**src/design/rss_pkg.sv**
```systemverilog
`default_nettype none
package rss_pkg;

  localparam int unsigned CountW = 11;
  localparam int unsigned SumW   = 26;
  localparam int unsigned MagLW  = 26;
  localparam int unsigned MagRW  = 27;
  localparam int unsigned SqW    = 53;
  localparam int unsigned ScoreW = 41;
  localparam int unsigned IndexW = 10;
  localparam int unsigned CountMax = 2047;

  localparam logic [0:0] RegSampleCount = 1'b0;
  localparam logic [0:0] RegTargetTotal = 1'b1;

  // One classified sample handed from the front end to the scoring engine.
  typedef struct packed {
    logic              scored;
    logic              last;
    logic [CountW-1:0] idx;
    logic [CountW-1:0] den;
    logic [MagLW-1:0]  mag_l;
    logic [MagRW-1:0]  mag_r;
  } entry_t;

endpackage
`default_nettype wire

```
**src/design/regression_split_scan.sv**
```systemverilog
// A scored word goes through the square, start, divide and update states; it waits
// in divide on the 53-bit bit-serial dividers. An unscored word is handled on pop.
// One word is handled at a time; a four-word queue lets input run ahead.
// The result is registered once the output is free after the last word is handled.
// Reset (rst, synchronous) clears the run state, queue and output; no clearing pass.
`default_nettype none
module regression_split_scan #(
  parameter int unsigned MAX_SAMPLES = 1024
) (
  input  wire logic        clk,
  input  wire logic        rst,
  input  wire logic        cfg_we,
  input  wire logic [0:0]  cfg_index,
  input  wire logic [25:0] cfg_data,
  input  wire logic        s_tvalid,
  output logic             s_tready,
  input  wire logic [15:0] s_tdata,   // [15:0] target_value
  input  wire logic        s_tlast,   // last_sample
  output logic             m_tvalid,
  input  wire logic        m_tready,
  output logic [55:0]      m_tdata,   // [9:0] best_index, [50:10] best_score
  output logic             m_tuser    // split_found
);

  logic [rss_pkg::CountW-1:0] sample_count;
  logic [rss_pkg::SumW-1:0]   target_total;
  rss_pkg::entry_t front_entry, head;
  logic full, avail, pop, take;

  always_ff @(posedge clk) begin
    if (rst) begin
      sample_count <= rss_pkg::CountW'(2);
      target_total <= '0;
    end else if (cfg_we) begin
      unique case (cfg_index)
        rss_pkg::RegSampleCount: sample_count <= cfg_data[rss_pkg::CountW-1:0];
        rss_pkg::RegTargetTotal: target_total <= cfg_data;
        default: ;
      endcase
    end
  end

  assign s_tready = !full;
  assign take     = s_tvalid && s_tready;

  rss_front #(.MAX_SAMPLES(MAX_SAMPLES)) u_front (
    .clk, .rst, .take, .target_value($signed(s_tdata)), .last_sample(s_tlast),
    .sample_count, .target_total, .entry(front_entry));

  rss_fifo u_fifo (.clk, .rst, .push(take), .wr_entry(front_entry), .full,
                   .pop, .not_empty(avail), .rd_entry(head));

  rss_back u_back (.clk, .rst, .avail, .head, .pop, .m_tvalid, .m_tready,
                   .m_tdata, .m_tuser);

  a_found_sign: assert property (@(posedge clk) disable iff (rst)
    m_tvalid |-> m_tuser == m_tdata[50]) else $error("found flag disagrees with score");
  a_index_none: assert property (@(posedge clk) disable iff (rst)
    (m_tvalid && !m_tuser) |-> m_tdata[9:0] == '0) else $error("index without split");
  a_reset_out: assert property (@(posedge clk)
    $past(rst) |-> !m_tvalid) else $error("result after reset");

endmodule
`default_nettype wire

```
**src/design/rss_front.sv**
```systemverilog
`default_nettype none
module rss_front #(
  parameter int unsigned MAX_SAMPLES = 1024
) (
  input  wire logic                        clk,
  input  wire logic                        rst,
  input  wire logic                        take,
  input  wire logic signed [15:0]          target_value,
  input  wire logic                        last_sample,
  input  wire logic [rss_pkg::CountW-1:0]  sample_count,
  input  wire logic [rss_pkg::SumW-1:0]    target_total,
  output rss_pkg::entry_t                  entry
);

  localparam int unsigned NCap = (MAX_SAMPLES > rss_pkg::CountMax) ?
                                 rss_pkg::CountMax : MAX_SAMPLES;

  logic [rss_pkg::CountW-1:0] seen_count, seen_count_next;
  logic [rss_pkg::SumW-1:0]   prefix_sum, prefix_sum_next;
  logic [rss_pkg::CountW-1:0] n_eff;
  logic signed [rss_pkg::SumW:0] sr;
  logic [rss_pkg::SumW-1:0]   sl_abs;
  logic [rss_pkg::SumW:0]     sr_abs;

  always_comb begin
    n_eff = (sample_count > rss_pkg::CountW'(NCap)) ? rss_pkg::CountW'(NCap) : sample_count;
    seen_count_next = (seen_count == rss_pkg::CountW'(rss_pkg::CountMax)) ?
                      seen_count : seen_count + 1'b1;
    prefix_sum_next = prefix_sum + rss_pkg::SumW'(target_value);
    sr = $signed({target_total[rss_pkg::SumW-1], target_total})
       - $signed({prefix_sum_next[rss_pkg::SumW-1], prefix_sum_next});
    sl_abs = prefix_sum_next[rss_pkg::SumW-1] ? (~prefix_sum_next + 1'b1) : prefix_sum_next;
    sr_abs = sr[rss_pkg::SumW] ? (~sr + 1'b1) : sr;
    entry.scored = seen_count_next < n_eff;
    entry.last   = last_sample;
    entry.idx    = seen_count_next;
    entry.den    = n_eff - seen_count_next;
    entry.mag_l  = sl_abs;
    entry.mag_r  = sr_abs;
  end

  always_ff @(posedge clk) begin
    if (rst) begin
      seen_count <= '0;
      prefix_sum <= '0;
    end else if (take) begin
      if (last_sample) begin
        seen_count <= '0;
        prefix_sum <= '0;
      end else begin
        seen_count <= seen_count_next;
        prefix_sum <= prefix_sum_next;
      end
    end
  end

endmodule
`default_nettype wire

```
**src/design/rss_fifo.sv**
```systemverilog
`default_nettype none
module rss_fifo (
  input  wire logic   clk,
  input  wire logic   rst,
  input  wire logic   push,
  input  rss_pkg::entry_t wr_entry,
  output logic        full,
  input  wire logic   pop,
  output logic        not_empty,
  output rss_pkg::entry_t rd_entry
);

  rss_pkg::entry_t slots [4];
  logic [1:0] wr_ptr, rd_ptr;
  logic [2:0] fill;

  assign full      = fill == 3'd4;
  assign not_empty = fill != 3'd0;
  assign rd_entry  = slots[rd_ptr];

  always_ff @(posedge clk) begin
    if (push) begin
      slots[wr_ptr] <= wr_entry;
    end
  end

  always_ff @(posedge clk) begin
    if (rst) begin
      wr_ptr <= '0;
      rd_ptr <= '0;
      fill   <= '0;
    end else begin
      if (push) wr_ptr <= wr_ptr + 1'b1;
      if (pop)  rd_ptr <= rd_ptr + 1'b1;
      fill <= fill + {2'b00, push} - {2'b00, pop};
    end
  end

endmodule
`default_nettype wire

```
**src/design/rss_div.sv**
```systemverilog
`default_nettype none
module rss_div (
  input  wire logic                        clk,
  input  wire logic                        rst,
  input  wire logic                        start,
  input  wire logic [rss_pkg::SqW-1:0]     dividend,
  input  wire logic [rss_pkg::CountW-1:0]  divisor,
  output logic                             done,
  output logic [rss_pkg::SqW-1:0]          quotient
);

  localparam int unsigned CntW = $clog2(rss_pkg::SqW);

  logic                       busy;
  logic [CntW-1:0]            cnt;
  logic [rss_pkg::CountW-1:0] rem;
  logic [rss_pkg::CountW-1:0] dvs;
  logic [rss_pkg::CountW:0]   trial;
  logic                       fits;

  always_comb begin
    trial = {rem, quotient[rss_pkg::SqW-1]};
    fits  = trial >= {1'b0, dvs};
  end

  // Restoring division, one quotient bit per cycle; quotient holds the
  // remaining dividend bits until they are shifted out.
  always_ff @(posedge clk) begin
    if (start) begin
      quotient <= dividend;
      rem      <= '0;
      dvs      <= divisor;
    end else if (busy) begin
      quotient <= {quotient[rss_pkg::SqW-2:0], fits};
      rem      <= fits ? rss_pkg::CountW'(trial - {1'b0, dvs}) : trial[rss_pkg::CountW-1:0];
    end
  end

  always_ff @(posedge clk) begin
    if (rst) begin
      busy <= 1'b0;
      cnt  <= '0;
      done <= 1'b0;
    end else begin
      done <= busy && cnt == '0;
      if (start) begin
        busy <= 1'b1;
        cnt  <= CntW'(rss_pkg::SqW - 1);
      end else if (busy) begin
        if (cnt == '0) busy <= 1'b0;
        cnt <= cnt - 1'b1;
      end
    end
  end

endmodule
`default_nettype wire

```
**src/design/rss_back.sv**
```systemverilog
`default_nettype none
module rss_back (
  input  wire logic    clk,
  input  wire logic    rst,
  input  wire logic    avail,
  input  rss_pkg::entry_t head,
  output logic         pop,
  output logic         m_tvalid,
  input  wire logic    m_tready,
  output logic [55:0]  m_tdata,
  output logic         m_tuser
);

  typedef enum logic [4:0] {
    ST_IDLE = 5'b00001,
    ST_SQ   = 5'b00010,
    ST_GO   = 5'b00100,
    ST_DIV  = 5'b01000,
    ST_UPD  = 5'b10000
  } state_t;

  state_t state;
  logic   emit_pend;
  rss_pkg::entry_t cur;
  logic [rss_pkg::SqW-1:0] sq_l, sq_r, q_l, q_r;
  logic done_l, done_r, start;
  logic signed [rss_pkg::ScoreW-1:0] lowest_score, score;
  logic [rss_pkg::IndexW-1:0] lowest_index;
  logic [rss_pkg::SqW:0] msum, msat;
  logic out_free;

  localparam logic [rss_pkg::SqW:0] Limit = (rss_pkg::SqW+1)'(1) << 40;

  assign out_free = !m_tvalid || m_tready;
  assign start    = state == ST_GO;
  assign pop      = state == ST_IDLE && !emit_pend && avail;

  always_comb begin
    msum  = {1'b0, q_l} + {1'b0, q_r};
    msat  = (msum > Limit) ? Limit : msum;
    score = -$signed(msat[rss_pkg::ScoreW-1:0]);
  end

  rss_div u_div_l (.clk, .rst, .start, .dividend(sq_l), .divisor(cur.idx),
                   .done(done_l), .quotient(q_l));
  rss_div u_div_r (.clk, .rst, .start, .dividend(sq_r), .divisor(cur.den),
                   .done(done_r), .quotient(q_r));

  always_ff @(posedge clk) begin
    if (pop) cur <= head;
    if (state == ST_SQ) begin
      sq_l <= rss_pkg::SqW'(cur.mag_l * cur.mag_l);
      sq_r <= rss_pkg::SqW'(cur.mag_r * cur.mag_r);
    end
    if (out_free && emit_pend) begin
      m_tdata <= {5'b0, lowest_score, lowest_index};
      m_tuser <= lowest_score < 0;
    end
  end

  always_ff @(posedge clk) begin
    if (rst) begin
      state        <= ST_IDLE;
      emit_pend    <= 1'b0;
      m_tvalid     <= 1'b0;
      lowest_score <= '0;
      lowest_index <= '0;
    end else begin
      if (out_free) m_tvalid <= emit_pend;
      if (out_free && emit_pend) begin
        emit_pend    <= 1'b0;
        lowest_score <= '0;
        lowest_index <= '0;
      end
      unique case (state)
        ST_IDLE: begin
          if (pop) begin
            if (head.scored) state <= ST_SQ;
            else emit_pend <= head.last;
          end
        end
        ST_SQ:  state <= ST_GO;
        ST_GO:  state <= ST_DIV;
        ST_DIV: if (done_l && done_r) state <= ST_UPD;
        ST_UPD: begin
          if (score < lowest_score) begin
            lowest_score <= score;
            lowest_index <= cur.idx[rss_pkg::IndexW-1:0];
          end
          emit_pend <= cur.last;
          state     <= ST_IDLE;
        end
        default: state <= ST_IDLE;
      endcase
    end
  end

endmodule
`default_nettype wire
```
**config.mk**
```make
export PLATFORM = sky130hd
export DESIGN_NAME = regression_split_scan
export DESIGN_NICKNAME = d
export VERILOG_FILES = /design/src/design/rss_pkg.sv /design/src/design/regression_split_scan.sv /design/src/design/rss_front.sv /design/src/design/rss_fifo.sv /design/src/design/rss_div.sv /design/src/design/rss_back.sv
export SDC_FILE = /design/constraint.sdc
export NUM_CORES = 2
export LEC_CHECK = 0
export ABC_AREA = 1
export BUFFER_PORTS_ARGS = -buffer_cell sky130_fd_sc_hd__buf_2
export CAP_MARGIN = 25
export CORE_MARGIN = 1
export CORE_UTILIZATION = 54
export CTS_BUF_LIST = sky130_fd_sc_hd__clkbuf_4 sky130_fd_sc_hd__clkbuf_8
export CTS_CLUSTER_SIZE = 10
export DETAILED_ROUTE_END_ITERATION = 10
export HOLD_SLACK_MARGIN = 0.05
export MAX_ROUTING_LAYER = met4
export PLACE_DENSITY = 0.79
export SLEW_MARGIN = 20
export SYNTH_ARGS = -nofsm -noshare
export SYNTH_HDL_FRONTEND = slang
export SYNTH_SLANG_ARGS = --single-unit
```
**constraint.sdc**
```tcl
create_clock -name clk -period 9.7 [get_ports clk]
set_clock_uncertainty 0.1 [all_clocks]
set_input_delay 0.485 -clock clk [delete_from_list [all_inputs] [get_ports clk]]
set_output_delay 0.485 -clock clk [all_outputs]
set_load 0.02 [all_outputs]
```
# --- Word level (Yosys, flattened, before mapping) ---
# Memories as Yosys holds them, arrays and structs flattened. A register that Yosys moved wholly into a read port is not among the register bits.
# Index checks and enable logic that the tools add are counted.
word_totals:
  elab_cells: 136
  output_inout_bits: 59
  regBits: 538
  ramBits: 308
  n_memories: 1
  inputBits: 49
memory_table:
  columns: ["memory", "depth", "width", "rd", "rd_clocked_by_memory_dff", "wr", "line", "rtl"]
  rows:
  - ["u_fifo.slots", 4, 77, 1, 1, 1, "rss_fifo.sv:13", "rss_pkg::entry_t slots [4];"]
classes:
  order_cmp: 7
  bitwise: 3
  n_reduce_logical: 20
  n_mul: 2
  n_eq_ne: 10
  n_addsub: 16
  mux: 41
ops:
  columns: ["op", "n"]
  rows:
  - ["$mux 41", 4]
  - ["$mux 53", 3]
  - ["$mux 11", 5]
  - ["$add 53x53->54", 1]
  - ["$gt 54x41->1 const B", 1]
  - ["$mul 27x27->53", 1]
  - ["$mul 26x26->52", 1]
  - ["$mux 26", 2]
  - ["$mux 52", 1]
  - ["$lt 41x1->1 const B", 1]
  - ["$lt 41x41->1", 1]
  - ["$neg 41->41", 1]
  - ["$sub 11x11->11", 3]
  - ["$mux 10", 3]
  - ["$add 27x1->27 const B", 1]
  - ["$mux 27", 1]
  - ["$not 27->27", 1]
  - ["$sub 26x26->27", 1]
  - ["$add 26x1->26 const B", 1]
  - ["$add 26x26->26", 1]
  - ["$not 26->26", 1]
  - ["$ge 12x11->1", 2]
  - ["$mux 6", 4]
  - ["$pmux 5 s4", 1]
  - ["other kinds (30)", 57]

# --- Logic depth before layout (Yosys ltp) ---
logic_depth:
  ltp_word: 7
  ltp_mapped: 47
  mapped_depth_nobuf: 43

# --- Cells and area by module ---
# A second synthesis with hierarchy kept.
hier_totals:
  hier_cells: 10013
  area_unflattened_um2: 85196.7
modules_own_cells:
  columns: ["module", "cells_per_inst", "n_inst", "seq_area_each_um2", "area_each_um2"]
  rows:
  - ["rss_back", 6753, 1, 8067.7, 56370.3]
  - ["rss_fifo", 955, 1, 9429.0, 12458.2]
  - ["rss_div", 500, 2, 2302.2, 4159.0]
  - ["rss_front", 1115, 1, 740.7, 6588.8]
  - ["regression_split_scan", 190, 1, 740.7, 1461.4]

# --- Least setup slack after synthesis ---
# No wires, ideal clock.
synth_path:
  path_kind: "flip-flop to flip-flop"
  start: "reg u_back.cur[10] in the netlist's numbering"
  end: "reg u_back.sq_r[51] in the netlist's numbering, data pin"
  arrival_ns: 6.495
  required_time_ns: 9.342
  path_slack_ns: 2.847
  period_less_slack_ns: 6.853
  setup_time_ns: 0.258
  stages_incl_launch_ff: 35
  path_cell_list: "edfxtp_1 > clkbuf_1 > clkbuf_1 > nand2_1 > fa_1 > inv_1 > fa_1 > inv_1 > fa_1 > fa_1 > inv_1 > fa_1 > inv_1 > fa_1 > inv_1 > fa_1 > ha_1 > a21oi_1 > inv_1 > a31oi_1 > inv_1 > nand2_1 > o2111ai_1 > a21oi_1 > inv_1 > nand2_1 > nand2_1 > nand2_1 > nand2_1 > nand2_1 > nand2_1 > nand2_1 > nand2_1 > a31oi_1 > xnor2_1"
synth_via:
  elab_chain_cells: 1
synth_lines:
  columns: ["item", "line", "rtl"]
  rows:
  - ["start: declaration", "rss_back.sv:24", "rss_pkg::entry_t cur;"]
  - ["start signal: assignment", "rss_back.sv:50", "if (pop) cur <= head;"]
  - ["$mul 27x27->53", "rss_back.sv:53", "sq_r <= rss_pkg::SqW'(cur.mag_r * cur.mag_r);"]
  - ["end signal: assignment", "rss_back.sv:53", null]
  - ["end: declaration", "rss_back.sv:25", "logic [rss_pkg::SqW-1:0] sq_l, sq_r, q_l, q_r;"]
# Every way passes these cells.
# A chain may end at the register's enable or synchronous reset.

# --- Worst setup path in the final report ---
layout_path:
  start: "reg u_back.cur[6] in the netlist's numbering"
  end: "reg u_back.sq_r[49] in the netlist's numbering, data pin"
# The elaborated chain is that of the path after synthesis.

==> impl_metrics.ini <==
[sta]
grt_setup_unrepaired = no
hold_violations = 0
drv_slew = 0
post-route-period-util_pct = 81.06
period_minus_slack_ns = 7.862
setup_violations = 0
worstMarginPinSlew_ns = 1.026
tns_ns = 0
slew_headroom_pct = 31.62
max_freq_ghz = 0.1272

[synth]
ys_ff_latch = 845
netlist_area_um2 = 83070
ys_seq_area_share_pct = 28.39
async_reset_ff_share_pct = 0
synthTopCellsByArea = fa_1 26%, edfxtp_1 24%, inv_1 10%
yosysTopAreaCellShare_pct = 25.83
synth_edf_count = 666
ys.warnings.count = 0
synthCells = 9585
ys_types = 64
syn-mean-instance-area_um2 = 8.667
synth_ff_type = edfxtp_1
synth_top_cell_by_area = fa_1

[routing]
ant_nets = 0
drtPass1Iterations = 8
vias = 62935
routed_wl_um = 210300
drc = 0
drtIter0Drc = 4813
wl_per_cell_um = 17.81
routed_via_density = 5.329

[worst_setup_path]
cp-start-kind = flop
r2r_cells = 30
crit_type = flop to flop
crit_path_top_delay_cell = edfxtp_1
rrSetupSlack_ns = 1.84
endpoint_kind = flop
critPathMostFrequentCell = fa_1
critical_path.max_fanout = 21
required_ns = 10.22
cp.arrival_ns = 8.38
worstReg2RegEnd = u_back.sq_r[49]
crit_path_max_incr_delay_ns = 0.77
r2r_start = u_back.cur[6]

[cts]
cts_buffers = 142
cts_resized = 0
htree_levels = 4
hold_buffers = 37
post_cts_buffers = 0
clk_path_buf_depth = 3
clk_pin_slew_worst_paths_ns = 0.06
root_buffer = clkbuf_8
cts_tree = yes
clock-sinks = 845
clk-insertion-delay-late_ns = 0.88

[grt]
gr-total-overflow = 0
antenna_found_initial = 2
track_usage_pct = 28.37
grt_pass1_wl_um = 339800
grt_max_degree = 105
grt_pass1_vias = 65985

[final_layout]
layout.nets = 11360
layout_common_cells = 2,313 x inv_1, 2,079 x nand2_1, 1,072 x fa_1, 666 x edfxtp_1, 631 x nor2_1
final_common_cell = inv_1
final.fill_count = 12894
drive_above_1_share_pct = 5.484
syn2layout_area_growth_pct = 7.332

[floorplanning]
core_um2 = 152300
num_io_pins = 108
fp.dieH_um = 394.2
die_w_um = 394.2
die-area_um2 = 155400
start_util_pct = 54.56
rows = 143

[worst_hold_path]
holdCritPathClass = input port to flop
min_to = u_fifo.slots[3][27]
hold_depth = 2
min_from = s_tdata[0]

[placed_design]
portBuffers = 102
dp_hpwl_um = 166000
routabilityCongestion = 1.006

[flow_run]
drv_cap = 0

[run_status]
status = complete, no violations
## stage by stage
| step | setup WS (ns) | area, um^2 | std cells | hold WS [ns] | util, % |
|---|---|---|---|---|---|
| 2_1_floorplan | 2.847 | 83090 | 9589 | 0.3003 | - |
| 3_3_place_gp | 2.042 | 85600 | 11504 | 0.3026 | 56.22 |
| 3_5_place_dp | 1.980 | 85620 | 11505 | 0.3081 | 56.23 |
| 4_1_cts | 1.939 | 89120 | 11802 | 0.05064 | 58.53 |
| 5_1_grt | 1.370 | 89160 | 11807 | 0.08782 | 58.56 |
| 6_report | 1.838 | 89160 | 11809 | 0.1578 | 58.56 |
## worst max-delay path, delay by kind of cell, from the launching register on
family,cells,cell delay (ns)
buffers and inverters,7,0.87
XOR/XNOR,1,0.08
AO/OA/AOI/OAI,7,1.45
flip-flops,1,0.77
AND/OR/NAND/NOR,7,0.59
adder cells (fa/ha/maj),8,3.73
## flip-flops by register name, summed over array words and instances (netlist names), 10 cells and up, named ones only
signal                   flops
u_back.u_div_r.rem          11
u_back.m_tdata              50
u_back.u_div_r.quotient     53
u_back.u_div_l.rem          11
u_back.lowest_score         41
target_total                26
u_front.seen_count          11
u_back.sq_r                 52
u_back.lowest_index         10
u_fifo.slots               308
u_back.u_div_r.dvs          11
u_back.u_div_l.dvs          11
u_back.cur                  76
u_back.u_div_l.quotient     53
u_back.sq_l                 51
sample_count                11
u_front.prefix_sum          26
## logic make-up after synthesis
| family | synth area share (%) |
|---|---|
| XOR/XNOR | 2.898 |
| multiplexers | 0.01355 |
| adder cells (fa/ha/maj) | 34.58 |
| buffers and inverters | 12.09 |
| flip-flops | 28.39 |
| other | 0.004514 |
| AO/OA/AOI/OAI | 6.979 |
| AND/OR/NAND/NOR | 15.04 |
## cell usage after synthesis, drive strengths merged, types with 2 or more instances
cell type and number:
o211ai 22, clkinv 7, o21bai 23, nand3 188
a21oi 395, or2 20, o22ai 85, nand3b 13
edfxtp 666, dfxtp 179, nor3b 4, nor3 51
clkbuf 258, or3 2, fa 1072, a21o 11
o41ai 14, o221ai 8, o21ai 408, and2 5
ha 581, nand4 64, nor2 663, a31oi 22
xnor2 102, a21boi 13, inv 2337, a211oi 6
and3 2, o31ai 7, o311ai 3, nand2 2090
a221oi 7, xor2 172, o2111ai 3, nor4 12
buf 46, o21a 15
## final cells by class
| class | instances | area, um^2 | share of cell area [%] |
|---|---|---|---|
| inverter | 2344 | 8806 | 9.876 |
| sequential | 845 | 23590 | 26.46 |
| timing repair buffer | 229 | 1584 | 1.777 |
| tap | 2030 | 2540 | 2.849 |
| clock inverter | 70 | 802.0 | 0.8995 |
| multi-input combinational | 6096 | 49500 | 55.52 |
| clock buffer | 190 | 2327 | 2.610 |
| antenna | 5 | 12.51 | 0.01403 |
## worst max path at each step
stage                                     from                       to  slack (ns)
CTS                              u_back.cur[5]          u_back.sq_r[50]        1.94
detailed placement               u_back.cur[6]          u_back.sq_r[49]        1.98
floorplan                       u_back.cur[10]          u_back.sq_r[51]        2.85
global route        u_back.u_div_r.quotient[0]  u_back.lowest_score[37]        1.37
global placement                u_back.cur[30]          u_back.sq_l[49]        2.04
finish                           u_back.cur[6]          u_back.sq_r[49]        1.84
## layer usage
metal | routed length (um) | GRT usage, % | vias up
met5 | 0 | - | -
met4 | 7029 | 9.700 | 0
met3 | 15020 | 4.310 | 415
met2 | 103400 | 47.08 | 2263
met1 | 84810 | 35.45 | 30784
li1 | - | - | 29473
Power is left out: the tool's default activity adds up to more than one toggle a clock period on the data nets, which glitch-free logic cannot reach.
